[src/hw/rtl/aimdrto_pkg.sv]
// ----------------------------------------------------------------------------
// aimdrto_pkg
// Shared types and constants for the AIMD window / RTO estimator.
// ----------------------------------------------------------------------------
package aimdrto_pkg;

    // Item kinds
    localparam logic [1:0] KIND_ACK        = 2'd0;
    localparam logic [1:0] KIND_RESEND     = 2'd1;
    localparam logic [1:0] KIND_RTO_UPDATE = 2'd2;

    // Configuration register indexes
    localparam logic [2:0] CFG_ADD_STEP        = 3'd0;
    localparam logic [2:0] CFG_DECREASE_SHIFT  = 3'd1;
    localparam logic [2:0] CFG_WINDOW_BOUND    = 3'd2;
    localparam logic [2:0] CFG_FIRST_RTO_FLOOR = 3'd3;
    localparam logic [2:0] CFG_LATER_RTO_FLOOR = 3'd4;

    localparam int CFG_INDEX_W = 3;
    localparam int CFG_DATA_W  = 16;

    // Window limits, Q8.8, and RTT limit in ms
    localparam logic [15:0] WIN_ONE = 16'd256;
    localparam logic [15:0] WIN_MAX = 16'hFFFF;
    localparam logic [15:0] RTT_MAX = 16'hFFFF;

    // Reset values of the configuration registers
    localparam logic [7:0]  ADD_STEP_RST        = 8'd26;
    localparam logic [2:0]  DECREASE_SHIFT_RST  = 3'd1;
    localparam logic [7:0]  WINDOW_BOUND_RST    = 8'd12;
    localparam logic [15:0] FIRST_RTO_FLOOR_RST = 16'd100;
    localparam logic [15:0] LATER_RTO_FLOOR_RST = 16'd10;

    typedef struct packed {
        logic [7:0]  add_step;
        logic [2:0]  decrease_shift;
        logic [7:0]  window_bound;
        logic [15:0] first_rto_floor;
        logic [15:0] later_rto_floor;
    } t_cfg;

    typedef struct packed {
        logic [15:0] window;        // Q8.8
        logic [15:0] last_rtt;      // ms
        logic [23:0] smoothed_rtt;  // Q16.8
        logic [23:0] rtt_variance;  // Q16.8
        logic [26:0] timeout_value; // Q19.8
        logic        first_update;
    } t_state;

endpackage

[src/hw/rtl/aimdrto_core.sv]
// ----------------------------------------------------------------------------
// aimdrto_core
// Next-state logic for one transaction: RTT measure, AIMD window update
// and Jacobson/Karels estimator step.
// ----------------------------------------------------------------------------
module aimdrto_core (
    input  aimdrto_pkg::t_cfg   i_cfg,
    input  aimdrto_pkg::t_state i_state,
    input  logic [1:0]          i_kind,
    input  logic [31:0]         i_send_time,
    input  logic [31:0]         i_now_time,
    output aimdrto_pkg::t_state o_state
);
    import aimdrto_pkg::*;

    logic [32:0] rtt_diff;
    logic [15:0] rtt_meas;
    logic [15:0] bound_q8;
    logic        below_bound;
    logic        rtt_ok;
    logic [16:0] grow_sum;
    logic [15:0] win_grow;
    logic [15:0] win_shr;
    logic [15:0] win_shrink;
    logic [23:0] r_cur;
    logic [23:0] abs_diff;
    logic [25:0] var_sum;
    logic [26:0] srtt_sum;
    logic [23:0] srtt_new;
    logic [23:0] var_new;
    logic [15:0] floor_sel;
    logic [25:0] var4;
    logic [25:0] flo;
    logic [25:0] var_term;

    // RTT measure, clamped to 0..65535
    always_comb begin
        rtt_diff = {1'b0, i_now_time} - {1'b0, i_send_time};
        if (rtt_diff[32]) begin
            rtt_meas = '0;
        end else if (rtt_diff[31:16] != 16'd0) begin
            rtt_meas = RTT_MAX;
        end else begin
            rtt_meas = rtt_diff[15:0];
        end
    end

    // Window growth and decrease candidates
    always_comb begin
        bound_q8    = {i_cfg.window_bound, 8'h00};
        below_bound = i_state.window < bound_q8;
        rtt_ok      = {3'b000, rtt_meas, 8'h00} < i_state.timeout_value;
        grow_sum    = {1'b0, i_state.window} + {9'd0, i_cfg.add_step};
        win_grow    = grow_sum[16] ? WIN_MAX : grow_sum[15:0];
        win_shr     = i_state.window >> i_cfg.decrease_shift;
        win_shrink  = (win_shr < WIN_ONE) ? WIN_ONE : win_shr;
    end

    // Estimator step, uses the stored last RTT
    always_comb begin
        r_cur    = {i_state.last_rtt, 8'h00};
        abs_diff = (r_cur >= i_state.smoothed_rtt) ? (r_cur - i_state.smoothed_rtt)
                                                   : (i_state.smoothed_rtt - r_cur);
        var_sum  = {2'b00, i_state.rtt_variance} + {1'b0, i_state.rtt_variance, 1'b0}
                 + {2'b00, abs_diff};
        srtt_sum = {i_state.smoothed_rtt, 3'b000} - {3'b000, i_state.smoothed_rtt}
                 + {3'b000, r_cur};
        if (i_state.first_update) begin
            srtt_new  = r_cur;
            var_new   = {1'b0, i_state.last_rtt, 7'd0};
            floor_sel = i_cfg.first_rto_floor;
        end else begin
            srtt_new  = srtt_sum[26:3];
            var_new   = var_sum[25:2];
            floor_sel = i_cfg.later_rto_floor;
        end
        var4     = {var_new, 2'b00};
        flo      = {2'b00, floor_sel, 8'h00};
        var_term = (var4 > flo) ? var4 : flo;
    end

    // Select by kind
    always_comb begin
        o_state = i_state;
        case (i_kind)
            KIND_ACK: begin
                o_state.last_rtt = rtt_meas;
                if (rtt_ok && below_bound) begin
                    o_state.window = win_grow;
                end else if (!below_bound) begin
                    o_state.window = win_shrink;
                end
            end
            KIND_RESEND: begin
                o_state.last_rtt = rtt_meas;
                o_state.window   = win_shrink;
            end
            KIND_RTO_UPDATE: begin
                o_state.smoothed_rtt  = srtt_new;
                o_state.rtt_variance  = var_new;
                o_state.timeout_value = {3'b000, srtt_new} + {1'b0, var_term};
                o_state.first_update  = 1'b0;
            end
            default: begin
                o_state = i_state;
            end
        endcase
    end

endmodule

[src/hw/rtl/aimd_window_rto_estimator.sv]
// ----------------------------------------------------------------------------
// aimd_window_rto_estimator
// Sender congestion controller: Q8.8 AIMD window plus Jacobson/Karels RTO.
// ----------------------------------------------------------------------------
//  channel | handshake                    | payload
//  --------+------------------------------+----------------------------------
//  in      | i_in_valid  / o_in_stall     | i_kind, i_send_time, i_now_time
//  out     | o_out_valid / i_out_stall    | o_window_q8, o_rto_ms, o_rtt_ms
//  cfg     | i_cfg_wr_en                  | i_cfg_index, i_cfg_wr_data
//
// One transaction per cycle while the output is not stalled; an accepted item
// passes the input register and then the result register. The state update is
// done as the item moves from the input register into the result register.
// Synchronous active-low reset initialises state, configuration registers and valids.
// A stall on the output holds the result register; the input register then
// holds and o_in_stall rises only while it is occupied.
// ----------------------------------------------------------------------------
module aimd_window_rto_estimator (
    input  logic                                i_clk,
    input  logic                                i_rst_n,
    // configuration
    input  logic                                i_cfg_wr_en,
    input  logic [aimdrto_pkg::CFG_INDEX_W-1:0] i_cfg_index,
    input  logic [aimdrto_pkg::CFG_DATA_W-1:0]  i_cfg_wr_data,
    // input channel
    input  logic                                i_in_valid,
    output logic                                o_in_stall,
    input  logic [1:0]                          i_kind,
    input  logic [31:0]                         i_send_time,
    input  logic [31:0]                         i_now_time,
    // output channel
    output logic                                o_out_valid,
    input  logic                                i_out_stall,
    output logic [15:0]                         o_window_q8,
    output logic [18:0]                         o_rto_ms,
    output logic [15:0]                         o_rtt_ms
);
    import aimdrto_pkg::*;

    t_cfg        r_cfg;
    t_state      r_state;
    t_state      n_state;
    logic        r_in_valid;
    logic [1:0]  r_kind;
    logic [31:0] r_send_time;
    logic [31:0] r_now_time;
    logic        r_out_valid;
    logic [15:0] r_window_q8;
    logic [18:0] r_rto_ms;
    logic [15:0] r_rtt_ms;
    logic        advance;
    logic        in_accept;

    // Handshake
    assign advance    = r_in_valid && (!r_out_valid || !i_out_stall);
    assign o_in_stall = r_in_valid && !advance;
    assign in_accept  = i_in_valid && !o_in_stall;

    // Configuration registers
    always_ff @(posedge i_clk) begin
        if (!i_rst_n) begin
            r_cfg.add_step        <= ADD_STEP_RST;
            r_cfg.decrease_shift  <= DECREASE_SHIFT_RST;
            r_cfg.window_bound    <= WINDOW_BOUND_RST;
            r_cfg.first_rto_floor <= FIRST_RTO_FLOOR_RST;
            r_cfg.later_rto_floor <= LATER_RTO_FLOOR_RST;
        end else if (i_cfg_wr_en) begin
            case (i_cfg_index)
                CFG_ADD_STEP:        r_cfg.add_step        <= i_cfg_wr_data[7:0];
                CFG_DECREASE_SHIFT:  r_cfg.decrease_shift  <= i_cfg_wr_data[2:0];
                CFG_WINDOW_BOUND:    r_cfg.window_bound    <= i_cfg_wr_data[7:0];
                CFG_FIRST_RTO_FLOOR: r_cfg.first_rto_floor <= i_cfg_wr_data;
                CFG_LATER_RTO_FLOOR: r_cfg.later_rto_floor <= i_cfg_wr_data;
                default: begin
                end
            endcase
        end
    end

    // Input register
    always_ff @(posedge i_clk) begin
        if (!i_rst_n) begin
            r_in_valid <= 1'b0;
        end else if (in_accept) begin
            r_in_valid <= 1'b1;
        end else if (advance) begin
            r_in_valid <= 1'b0;
        end
    end

    always_ff @(posedge i_clk) begin
        if (in_accept) begin
            r_kind      <= i_kind;
            r_send_time <= i_send_time;
            r_now_time  <= i_now_time;
        end
    end

    // Next-state logic
    aimdrto_core u_core (
        .i_cfg       (r_cfg),
        .i_state     (r_state),
        .i_kind      (r_kind),
        .i_send_time (r_send_time),
        .i_now_time  (r_now_time),
        .o_state     (n_state)
    );

    // Controller state
    always_ff @(posedge i_clk) begin
        if (!i_rst_n) begin
            r_state.window        <= WIN_ONE;
            r_state.last_rtt      <= '0;
            r_state.smoothed_rtt  <= '0;
            r_state.rtt_variance  <= '0;
            r_state.timeout_value <= '0;
            r_state.first_update  <= 1'b1;
        end else if (advance) begin
            r_state <= n_state;
        end
    end

    // Result register
    always_ff @(posedge i_clk) begin
        if (!i_rst_n) begin
            r_out_valid <= 1'b0;
        end else if (advance) begin
            r_out_valid <= 1'b1;
        end else if (!i_out_stall) begin
            r_out_valid <= 1'b0;
        end
    end

    always_ff @(posedge i_clk) begin
        if (advance) begin
            r_window_q8 <= n_state.window;
            r_rto_ms    <= n_state.timeout_value[26:8];
            r_rtt_ms    <= n_state.last_rtt;
        end
    end

    assign o_out_valid = r_out_valid;
    assign o_window_q8 = r_window_q8;
    assign o_rto_ms    = r_rto_ms;
    assign o_rtt_ms    = r_rtt_ms;

endmodule

[config.mk]
export PLATFORM = sky130hd
export DESIGN_NAME = aimd_window_rto_estimator
export DESIGN_NICKNAME = d
export VERILOG_FILES = /design/src/hw/rtl/aimdrto_pkg.sv /design/src/hw/rtl/aimdrto_core.sv /design/src/hw/rtl/aimd_window_rto_estimator.sv
export SDC_FILE = /design/constraint.sdc
export NUM_CORES = 1
export LEC_CHECK = 0
export BUFFER_PORTS_ARGS = -buffer_cell sky130_fd_sc_hd__buf_2
export CORE_UTILIZATION = 45
export CTS_CLUSTER_SIZE = 24
export DETAILED_ROUTE_END_ITERATION = 8
export PLACE_DENSITY = 0.63
export SYNTH_ARGS = -nofsm -noshare
export SYNTH_HDL_FRONTEND = slang
export SYNTH_SLANG_ARGS = --single-unit
[constraint.sdc]
create_clock -name i_clk -period 10.8 [get_ports i_clk]
set_input_delay 1.08 -clock i_clk [delete_from_list [all_inputs] [get_ports i_clk]]
set_output_delay 1.08 -clock i_clk [all_outputs]
set_load 0.01 [all_outputs]
# ---- Word level (Yosys, flattened, before mapping)
# Index checks and enable logic that the tools add are counted.
dict set report word_totals {
  regBits 278
  inputBits 90
  out_inout_bits 53
}
dict set report op_classes {
  add_sub_neg 9
  n_lt_le_gt_ge 5
  eq_ne 7
  shifts 1
  muxes 17
  reduce_logical 19
}
# operator count
set ops {}
lappend ops {{16-bit two-way mux} 7}
lappend ops {{24-bit two-way mux} 3}
lappend ops {{32-bit one-hot mux with 2 select lines} 1}
lappend ops {{24-bit subtractor} 2}
lappend ops {{32-bit by 32-bit subtractor with 33-bit output} 1}
lappend ops {{28-bit two-way mux} 1}
lappend ops {{24-bit by 26-bit adder with 27-bit output} 1}
lappend ops {{27-bit by 24-bit adder with 27-bit output} 1}
lappend ops {{24-bit by 27-bit < comparator with 1-bit output} 1}
lappend ops {{27-bit by 24-bit subtractor with 27-bit output} 1}
lappend ops {{24-bit by 25-bit adder with 26-bit output} 1}
lappend ops {{26-bit by 24-bit adder with 26-bit output} 1}
lappend ops {{26-bit by 24-bit > comparator with 1-bit output} 1}
lappend ops {{26-bit two-way mux} 1}
lappend ops {{24-bit >= comparator} 1}
lappend ops {{16-bit by 8-bit adder with 17-bit output} 1}
lappend ops {{16-bit < comparator} 1}
lappend ops {{16-bit by 9-bit < comparator with 1-bit output (second input constant)} 1}
lappend ops {{16-bit nonzero test} 1}
lappend ops {{16-bit by 3-bit >> shifter with 16-bit output} 1}
lappend ops {{2-bit AND reduction} 6}
lappend ops {{3-bit by 2-bit equality test with 1-bit output (second input constant)} 2}
lappend ops {{1-bit logical AND} 4}
lappend ops {{1-bit logical NOT} 4}
lappend ops {{other kinds (10)} 13}

# ---- Logic depth before layout (Yosys ltp)
# Gate-level depths: netlist (run 1).
dict set report depth {
  word_depth 8
  depth_mapped 47
  ltp_nobuf 43
}

# ---- Cells and area by module
# Synthesis (run 1) repeated with hierarchy kept, for this count alone.
dict set report hier_totals {
  cells_unflattened 2496
  area_unflattened_um2 21854.7
}
# module instances cells_per_inst area_each_um2 seq_area_each_um2
set by_module_without_submodules {}
lappend by_module_without_submodules {aimdrto_core 1 1708 12042.8 0.0}
lappend by_module_without_submodules {aimd_window_rto_estimator 1 788 9811.9 6736.5}

# ---- Least setup slack after synthesis (run 1)
# No wires, ideal clock.
dict set report synth_path {
  path_kind {reg-to-reg}
  startpoint {register r_state[60] (netlist name)}
  endpoint {register r_rto_ms[17] (netlist: o_rto_ms[17]), data pin}
  setup_time_ps 136
  t_arrival_ps 9495
  t_required_ps 10664
  slack_ps 1169
  stages_incl_launch_ff 42
  n_path_buf 3
  path_cell_list {dfxtp_1 inv_1 ha_1 or4b_1 o21a_1 or3_1 nand3_1 o211ai_1 a31o_1 buf_2 buf_2 mux2_2 fa_1 and3_1 fa_1 a211oi_1 o21bai_1 o21a_1 [... 6 more ...] ha_1 nand4_1 nor4_1 and4_1 o21ai_0 a211oi_2 buf_2 mux2i_1 ha_1 o21a_1 o211ai_1 a2bb2oi_1 o31ai_1 o31ai_1 a31o_2 o31ai_1 or4b_2 nand3_1}
}
# element line
set synth_lines {}
lappend synth_lines {{start, declared} aimd_window_rto_estimator.sv:41} ;# t_state r_state;
lappend synth_lines {{start signal, assigned} aimd_window_rto_estimator.sv:119} ;# r_state <= n_state;
lappend synth_lines {{end signal, assigned} aimd_window_rto_estimator.sv:137} ;# r_rto_ms <= n_state.timeout_value[26:8];
lappend synth_lines {{end, declared} aimd_window_rto_estimator.sv:49} ;# logic [18:0] r_rto_ms;

==> impl_results.md, run 1 <==
* CP Launch Type: flip-flop
* CTS tree: built
* Ys Warns at 0
* DR DRC count at 0
* CTS Root Cell: clkbuf_16
* Worst Setup End Kind: flip-flop
* Placed insts at between 3,000 and 4,000
* Net Count, Synth at approximately 2,800
* Clock Power Share at 0.317
* Finished layout cell area at about 0.024 mm2
* Slew headroom at 0.1323
* Initial Utilization at 0.4548
* Hold Startpoint: r_state[5]
* Worst R2R Start: r_state[60]
* Max-slew violation total from the final report at 0
* Hold Path Class: reg -> reg
* CTS hold repair buffers at 0
* Mapped Avg Cell Area at 8.479 um2
* Core area at between 0.04 and 0.05 mm2
* Total of max-cap violations at 0
* Post-Place Worst Slack at ~0.13 ns
* Fin nets at roughly 2,900
* Syn-to-layout area delta at 11.55%
* Pin count of the biggest net entering global routing at 73
* Vias in the first global route at approximately 18,000
* DR vias/cell at ~5.9
* Critical path required time at 11.08 ns
* Flops & latches, synth at about 280
* Post-route worst setup slack at between 0.5 and 0.6 ns
* Switching pwr at around 1.3 mW
* Flop-to-flop setup slack at a little under 0.6 ns
* P per Cell Area at 153.4 mW/mm2
* Critical Path Fanout Max at 4
* Library cells used by synthesis at 85
* Die X at about 220 um
* CTS clk-pin slew, worst paths at 0.06 ns
* Post-synthesis mux area share at 0.03743
* Dpl hpwl at just under 50 mm
* Master of the slowest instance on the critical path: or4b_4
* Die height at 218.7 um
* Slew @ Worst Pin at about 1.3 ns
* Antenna diodes at 0
* Synth Area in XOR/XNOR at 0.04021
* Hold Fails Final Rpt at 0
* Clk buf depth at 3
* Port-buffer cells at 142
* Rows at 79
* Clock skew at 0.01854 ns
* Fill cells at about 4,500
* Final min period at slightly above 10 ns
* Tot GR Track Use at 0.2638
* Total Power at roughly 3.6 mW
* Commonest non-fill, non-tap cell in the layout: nand2_1
* Clk sink count at 276
* DR iter-0 viols at approximately 1,400
* Placement Cell Area at around 0.022 mm2
* Simple-gate share of the synthesized area at 0.1585
* Final setup vio count at 0
* Worst skew pair latency at 0.54 ns
* Outcome: complete, no violations
* Comb pwr share at 0.357
* Syn Inst Count at 2,492
* VDD IR max at approximately 0.13 mV
* H-tree depth at 2
* Post-synthesis adder-cell area fraction at 0.1506
* Routed wire length at 63.56 mm
* Dominant synthesized flop cell: dfxtp_1
* Crit path kind: reg -> reg
* Post-route ant nets at 0
* Gpl congestion at approximately 0.95
* Largest family of logic cells by synthesized area: compound AO/OA/AOI/OAI gates
* Setup TNS at 0 ns
* Seq pwr share at 0.326
* Share of cells above drive strength 1 at 0.1055
* Via count at between 15,000 and 20,000
* Complex-gate fraction of the synthesized area at 0.2363
* Post-synthesis sequential area ratio at 0.3169
* Int Pwr at between 2 and 2.5 mW
* CP startpoint: r_state[60]
* Fin crit share at 0.9453
* Worst EP arrival at roughly 10 ns
* Post-layout util at 0.5073
* Switching Fraction at 0.3525
* Slowest stage delay, CP at slightly below 0.5 ns
* WHS at between 0.4 and 0.5 ns
* Die area at around 0.048 mm2
* Leak at 10.36 nW
* DR WL/cell at 19.78 um
* Remaining global-route overflow at 0
* Cell Area, Synth at between 0.02 and 0.025 mm2
* First-pass GRT wire length at just under 100 mm
* DRT Pass-1 Iters at 6
* I/O pin count at around 140
* Initial antenna violation count at 4
* EDFF count, synth at around 120
* Finished Layout Cells at approximately 3,200
* Asr flop ratio synth at 0
* Max Clk Rate at about 98 MHz
* CTS Buf Count at 34
* Most frequent cells in the layout: nand2_1, a21oi_1, inv_1, ha_1, nor2_1
synthesized netlist by cell type (19+ instances only):
library cell	n	area (um2)
xnor2_1	63	551.8
a22oi_1	19	142.6
o211ai_1	27	202.7
nand2_1	270	1013
o21bai_1	19	142.6
a211oi_1	44	330.3
fa_1	44	880.8
inv_1	208	780.8
a21o_1	78	585.6
a31oi_1	23	143.9
clkbuf_1	103	386.6
xor2_1	34	297.8
ha_1	184	2302
and3_1	20	125.1
nand2b_1	33	206.5
a21oi_1	220	1101
o21ai_1	19	95.09
nand3_1	49	245.2
edfxtp_1	117	3513
o21a_1	47	352.8
nor2_1	182	683.2
mux2i_1	61	610.6
o21ai_0	132	660.6
nor3_1	35	175.2
a221oi_1	20	175.2
dfxtp_1	159	3183
cell families after synthesis:
| logic type | after synthesis |
|---|---|
| AO/OA/AOI/OAI | 767 |
| adder cells (fa/ha/maj) | 228 |
| AND/OR/NAND/NOR | 719 |
| multiplexers | 74 |
| flip-flops | 276 |
| buffers and inverters | 331 |
| XOR/XNOR | 97 |
worst max-delay path, delay by kind of cell, from the launching register on:
family | cells | cell delay [ns]
buffers and inverters | 3 | 0.37
DFF | 1 | 0.35
muxes | 1 | 0.29
and+or+nand+nor | 10 | 2.22
adders and majority gates | 5 | 1.84
xor gates and xnor gates | 1 | 0.19
AOI/OAI and AO/OA | 18 | 4.71
final timing paths:
check	endpoint	cells after the start
hold / removal	r_state[5]	2
setup reg to reg	o_rto_ms[17]	38
hold reg to reg	r_state[5]	2
setup / recovery	o_rto_ms[17]	38
power groups by stage:
stage / clock, mW / sequential [mW] / combinational (mW)
5_1_grt: 1.21 / 1.18 / 1.42
4_1_cts: 1.17 / 1.18 / 1.24
6_report: 1.15 / 1.18 / 1.29
3_3_place_gp: 0 / 1.20 / 1.22
3_5_place_dp: 0 / 1.20 / 1.24
2_1_floorplan: 0 / 1.19 / 0.903
per-layer routing:
| layer | up-vias | GRT usage | wire (um) |
|---|---|---|---|
| met5 | - | 0 | 27 |
| met4 | 4 | 0.09838 | 2251 |
| met3 | 117 | 0.04078 | 3737 |
| met2 | 584 | 0.4318 | 29610 |
| met1 | 9060 | 0.3496 | 27940 |
| li1 | 9134 | - | - |
final cells by class:
type,count,area (um2),area share
clock inverter,15,176.4,0.007485
sequential,276,6698,0.2842
timing repair buffer,176,965.9,0.04098
tap,607,759.5,0.03222
multi-input combinational,1886,13270,0.5630
inverter,209,785.8,0.03334
clock buffer,45,913.4,0.03875
flip-flops by register name, indices dropped and copies added (netlist names):
register	count
o_out_valid	1
o_rto_ms	19
r_cfg	51
o_rtt_ms	16
r_state	106
r_now_time	32
o_window_q8	16
r_in_valid	1
r_kind	2
r_send_time	32
timing repair:
action                     in CTS  in global routing
gates resized for setup         0                 14
setup endpoints to repair       0                 35
setup buffers                   0                  5
No activity file was read; power rests on OpenSTA's default activity.
==> run 2, diff against run 1 <==
Settings changed: CORE_UTILIZATION 45 to 50, PLACE_DENSITY 0.63 to 0.72.
Clock period 10.8 ns to 8.4 ns, I/O delays scaled along.
==> run 2 against run 1 <==
The flow now finishes with violations (setup timing). Combinational power up 60%. Clock power up 28%. Critical path depth up 6. First-iteration DRC count up 25%. Critical path type unchanged. Sequential share of layout area down 2.6 points.
==> impl_results.md, run 2 (same netlist as run 1, synthesis figures left out) <==
* Worst EP arrival at between 9 and 10 ns
* Hold Startpoint: r_cfg[6]
* Master of the slowest instance on the critical path: fa_1
* DRT Pass-1 Iters at 6
* Final min period at 9.098 ns
* Max Clk Rate at between 100 and 150 MHz
* Worst skew pair latency at 0.55 ns
* Hold EP: r_cfg[6]
* Slew headroom at 0.2284
* Port-buffer cells at between 100 and 150
* CP Launch Type: flip-flop
* Rows at 74
* Hold Fails Final Rpt at 0
* Largest register by flop count: r_state
* Pin count of the biggest net entering global routing at between 70 and 80
* Area of the multi-input gates at 0.01384 mm2
* FF/Latch Area at about 0.0067 mm2
* DR DRC count at 0
* Gpl congestion at about 0.98
* Most Frequent Cell on Critical Path: a21o_1
* Fin crit share at 1.083
* Remaining global-route overflow at 0
* Dpl hpwl at 50.19 mm
* Critical path required time at just under 9 ns
* Die area at around 0.043 mm2
* Fill cells at ~3,500
* Share of cells above drive strength 1 at 0.2127
* Clk buf depth at 3
* Syn-to-layout area delta at 22.86%
* Failing checks: setup timing
* Core area at between 0.04 and 0.05 mm2
* Largest regs: r_state x106, r_cfg x51
* CTS clk-pin slew, worst paths at about 0.06 ns
* P per Cell Area at a little under 200 mW/mm2
* RR Endpoint: o_rto_ms[9]
* Worst Setup End Kind: flip-flop
* Critical Path Fanout Max at 8
* H-tree depth at 2
* VDD IR max at between 0.15 and 0.2 mV
* Fin nets at 3,147
* CTS Root Cell: clkbuf_16
* Post-layout util at 0.6286
* Initial antenna violation count at 0
* Outcome: complete, but fails checks
* Clk sink count at 276
* DR vias/cell at 5.932
* Antenna diodes at 0
* Die height at 207.6 um
* WHS at between 0.4 and 0.5 ns
* CTS Buf Count at 34
* Flop-to-flop setup slack at -0.70 ns
* Hold Path Class: reg -> reg
* Max-slew violation total from the final report at 0
* Most frequent cells in the layout: buf_4, nand2_1, a21oi_1, inv_1, nor2_1
* Leak at approximately 12 nW
* RSZ-0062 raised after global routing: true
* Initial Utilization at 0.5117
* First-pass GRT wire length at ~100 mm
* Worst hold stages at 2
* Slew @ Worst Pin at approximately 1.2 ns
* Die X at just over 200 um
* Final setup vio count at 38
* CTS tree: built
* Worst R2R Path Depth at 44
* DR WL/cell at around 20 um
* Routed wire length at ~67 mm
* Crit path kind: reg -> reg
* Via count at around 20,000
* Max reg flops at roughly 110
* Post-route worst setup slack at -0.6981 ns
* Total of max-cap violations at 0
* Slowest stage delay, CP at 0.54 ns
* Post-route ant nets at 0
* Vias in the first global route at between 15,000 and 20,000
* Commonest non-fill, non-tap cell in the layout: buf_4
* Clock skew at roughly 0.021 ns
* DR iter-0 viols at 1,774
* I/O pin count at between 100 and 150
* Tot GR Track Use at 0.3050
* Worst R2R Start: r_state[60]
## run 2: cell count changes in the layout (fill, tap and decap cells not counted), moves of 9 or more
cell	previous run	this run
buf_4	34	270
o21ai_1	20	34
a21oi_1	218	207
buf_6	0	10
o21ai_0	130	107
ha_1	183	172
a21oi_2	2	11
## run 2: per-layer routing
metal / vias up / share of wire / global-route usage
li1: 9630 / - / -
met1: 9569 / 0.42 / 0.3873
met2: 729 / 0.47 / 0.5121
met3: 158 / 0.067 / 0.04720
met4: 0 / 0.043 / 0.1356
met5: - / 0 / 0
## run 2: worst max-delay path by stage
stage | from | to
finish | r_state[60] | o_rto_ms[9]
floorplan | r_state[60] | o_rto_ms[17]
global placement | r_state[60] | o_rto_ms[18]
global route | r_state[60] | o_rto_ms[9]
CTS | r_state[60] | o_rto_ms[18]
detailed placement | r_state[60] | o_rto_ms[9]
## run 2: critical path, delay by kind of cell, from the launching register on
kind | cells | cell delay [ns]
compound gates | 24 | 4.54
xor+xnor | 3 | 0.47
fa+ha+maj | 5 | 1.49
buf+inv | 5 | 0.56
flops | 1 | 0.36
simple gates | 7 | 1.35
## run 2: stage by stage
| step | setup WS [ns] | std cells | power, mW | instance area (um2) | TNS, ns |
|---|---|---|---|---|---|
| 3_3_place_gp | -0.4924 | 3277 | 3.332 | 24030 | -12.19 |
| 2_1_floorplan | -0.3740 | 2492 | 2.724 | 21360 | -2.764 |
| 4_1_cts | -0.5184 | 3368 | 4.965 | 25610 | -13.15 |
| 6_report | -0.6981 | 3386 | 5.046 | 25960 | -18.41 |
| 5_1_grt | -1.099 | 3386 | 5.279 | 25960 | -34.80 |
| 3_5_place_dp | -0.8668 | 3277 | 3.365 | 24030 | -24.60 |
## run 2: timing repair
action | in CTS | in global routing
setup endpoints to repair | 38 | 41
setup buffers | 30 | 20
resized for setup | 46 | 49
pin swaps | 31 | 30
gates cloned | 1 | 0
hold buffers | 0 | 0
## run 2: layout make-up
type,instances,area share
multi-input cells,1885,0.5331
flip-flops and latches,276,0.2582
clock inverters,10,0.004193
repair buffers,423,0.1106
inverters,209,0.03037
clock buffers,51,0.03798
well taps,532,0.02564
## run 2: power breakdown
part / internal (mW) / leakage, nW / total [mW] / switching [mW]
logic: 0.935 / 8.74 / 2.07 / 1.13
registers: 1.47 / 2.42 / 1.51 / 0.0442
clock network: 0.875 / 0.536 / 1.47 / 0.593
total: 3.28 / 11.7 / 5.05 / 1.77
==> run 3, diff against run 2 <==
Settings changed: CORE_UTILIZATION 50 to 62, PLACE_DENSITY 0.72 to 0.82.
Clock period 8.4 ns to 9.95 ns, I/O delays scaled along.
==> run 3 against run 2 <==
The run now ends clean. Power fell by 23%. Worst setup slack better by 0.88 ns. Sequential share of layout area increased by 2.4 points. Combinational power decreased by 28%. Via count down 2.6%. Final cell count fell by 9.1%. Sequential power is 15% lower.
==> impl_results.md, run 3 (same netlist as run 1, synthesis figures left out) <==
* Routed wire length at roughly 64 mm
* Hold Path Class: reg -> reg
* Crit path kind: reg -> reg
* Critical path required time at 10.39 ns
* Remaining global-route overflow at 0
* FF/Latch Area at 0.006699 mm2
* CTS Root Cell: clkbuf_16
* Clock skew at 0.01011 ns
* Worst Setup End Kind: flip-flop
* Area of the multi-input gates at ~0.014 mm2
* Gpl congestion at roughly 0.99
* Slowest stage delay, CP at just over 0.6 ns
* Fin crit share at 0.9821
* Die X at between 150 and 200 um
* Leak at around 10 nW
* Commonest non-fill, non-tap cell in the layout: nand2_1
* Total of max-cap violations at 0
* Hold Startpoint: r_state[5]
* Dpl hpwl at roughly 48 mm
* Pin count of the biggest net entering global routing at 73
* Flop-to-flop setup slack at between 0.15 and 0.2 ns
* DR vias/cell at 6.358
* Largest register by flop count: r_state
* DR DRC count at 0
* Share of cells above drive strength 1 at 0.1301
* Finished Layout Cells at roughly 3,100
* Initial antenna violation count at 0
* Worst path depth at 43
* Antenna diodes at 0
* Max-slew violation total from the final report at 0
* Worst skew pair latency at between 0.5 and 0.6 ns
* Slew @ Worst Pin at roughly 1.2 ns
* Hold Fails Final Rpt at 0
* Final min period at 9.772 ns
* RR Endpoint: o_rto_ms[17]
* Most frequent cells in the layout: nand2_1, a21oi_1, inv_1, nor2_1, ha_1
* Tot GR Track Use at 0.3541
* Master of the slowest instance on the critical path: or4b_2
* Placed insts at ~3,000
* Die height at between 150 and 200 um
* Die area at roughly 0.035 mm2
* Slew headroom at 0.2210
* CTS clk-pin slew, worst paths at about 0.06 ns
* CP Capture Point: o_rto_ms[17]
* Fill cells at ~2,700
* Syn-to-layout area delta at 12.33%
* Fin nets at between 2,000 and 3,000
* Clk sink count at 276
* First-pass GRT wire length at 98.66 mm
* Max Clk Rate at between 100 and 150 MHz
* Core area at between 0.03 and 0.04 mm2
* Outcome: complete, no violations
* CTS Buf Count at 30
* Clk buf depth at 3
* Final setup vio count at 0
* Kind of cell adding the most delay to the critical path: compound AO/OA/AOI/OAI gates
* DR iter-0 viols at about 1,700
* CP startpoint: r_state[60]
* Rows at between 60 and 70
* P per Cell Area at around 160 mW/mm2
* I/O pin count at about 140
* Worst R2R Start: r_state[60]
* DRT Pass-1 Iters at 6
* Via count at 19,560
* WP buf/inv at 5
* VDD IR max at around 0.15 mV
* Max reg flops at approximately 110
* Worst R2R Path Depth at 43
* CTS tree: built
* Worst EP arrival at around 10 ns
* Vias in the first global route at between 15,000 and 20,000
* DR WL/cell at about 21 um
* Setup TNS at 0 ns
* H-tree depth at 1
* Total Power at about 4 mW
* Initial Utilization at 0.6301
* Critical Path Fanout Max at 12
* Port-buffer cells at 142
* Largest regs: r_state x106, r_cfg x51
* Post-route ant nets at 0
* CP Launch Type: flip-flop
==> run 3: power breakdown <==
part           internal, mW  switching [mW]  total, mW
Clock                 0.644           0.471       1.12
Sequential             1.24          0.0399       1.28
Combinational         0.609           0.889       1.50
==> run 3: stage by stage <==
step | setup slack (ns) | cell area (um2) | utilization | hold WS [ns]
3_3_place_gp | 0.2004 | 22330 | 0.6660 | 0.4386
2_1_floorplan | 0.3187 | 21130 | - | 0.4272
6_report | 0.1779 | 23730 | 0.7078 | 0.4494
4_1_cts | 0.01439 | 23320 | 0.6955 | 0.4510
5_1_grt | -0.1750 | 23730 | 0.7078 | 0.4755
3_5_place_dp | -0.1749 | 22330 | 0.6660 | 0.4432
==> run 3: layout make-up <==
| type | instances | area share |
|---|---|---|
| Clock inverter | 18 | 0.006906 |
| Multi-Input combinational cell | 1885 | 0.5690 |
| Timing Repair Buffer | 203 | 0.05140 |
| Sequential cell | 276 | 0.2822 |
| Clock buffer | 38 | 0.03379 |
| Tap cell | 448 | 0.02362 |
| Inverter | 209 | 0.03305 |
==> run 3: what timing repair did <==
action                                  4_1_cts  5_1_grt
resized for setup                             4       63
pin swaps                                     0       29
buffers inserted                              0       10
hold buffers                                  0        0
endpoints found under the setup margin        4       35
cloned                                        0        2
==> run 3: metal layers <==
metal / up-vias / share of wire / track usage / routed length, um
li1: 9179 / - / - / -
met1: 9346 / 0.41 / 0.4531 / 26350
met2: 869 / 0.47 / 0.5996 / 30490
met3: 169 / 0.069 / 0.04645 / 4451
met4: 0 / 0.047 / 0.1542 / 2992
met5: - / 0 / 0 / 0
==> run 3: worst min path at each step <==
stage | to | slack (ns) | depth (start not counted)
floorplan | r_state[6] | 0.43 | 2
global placement | r_state[6] | 0.44 | 2
detailed placement | r_state[5] | 0.44 | 2
CTS | r_state[5] | 0.45 | 2
global route | r_cfg[14] | 0.48 | 2
finish | r_state[5] | 0.45 | 2
==> run 3: tightest hold or removal path: stages (launching register included) <==
cell     delay (ns)
dfxtp_1        0.30
nand2_1        0.05
a21oi_1        0.05
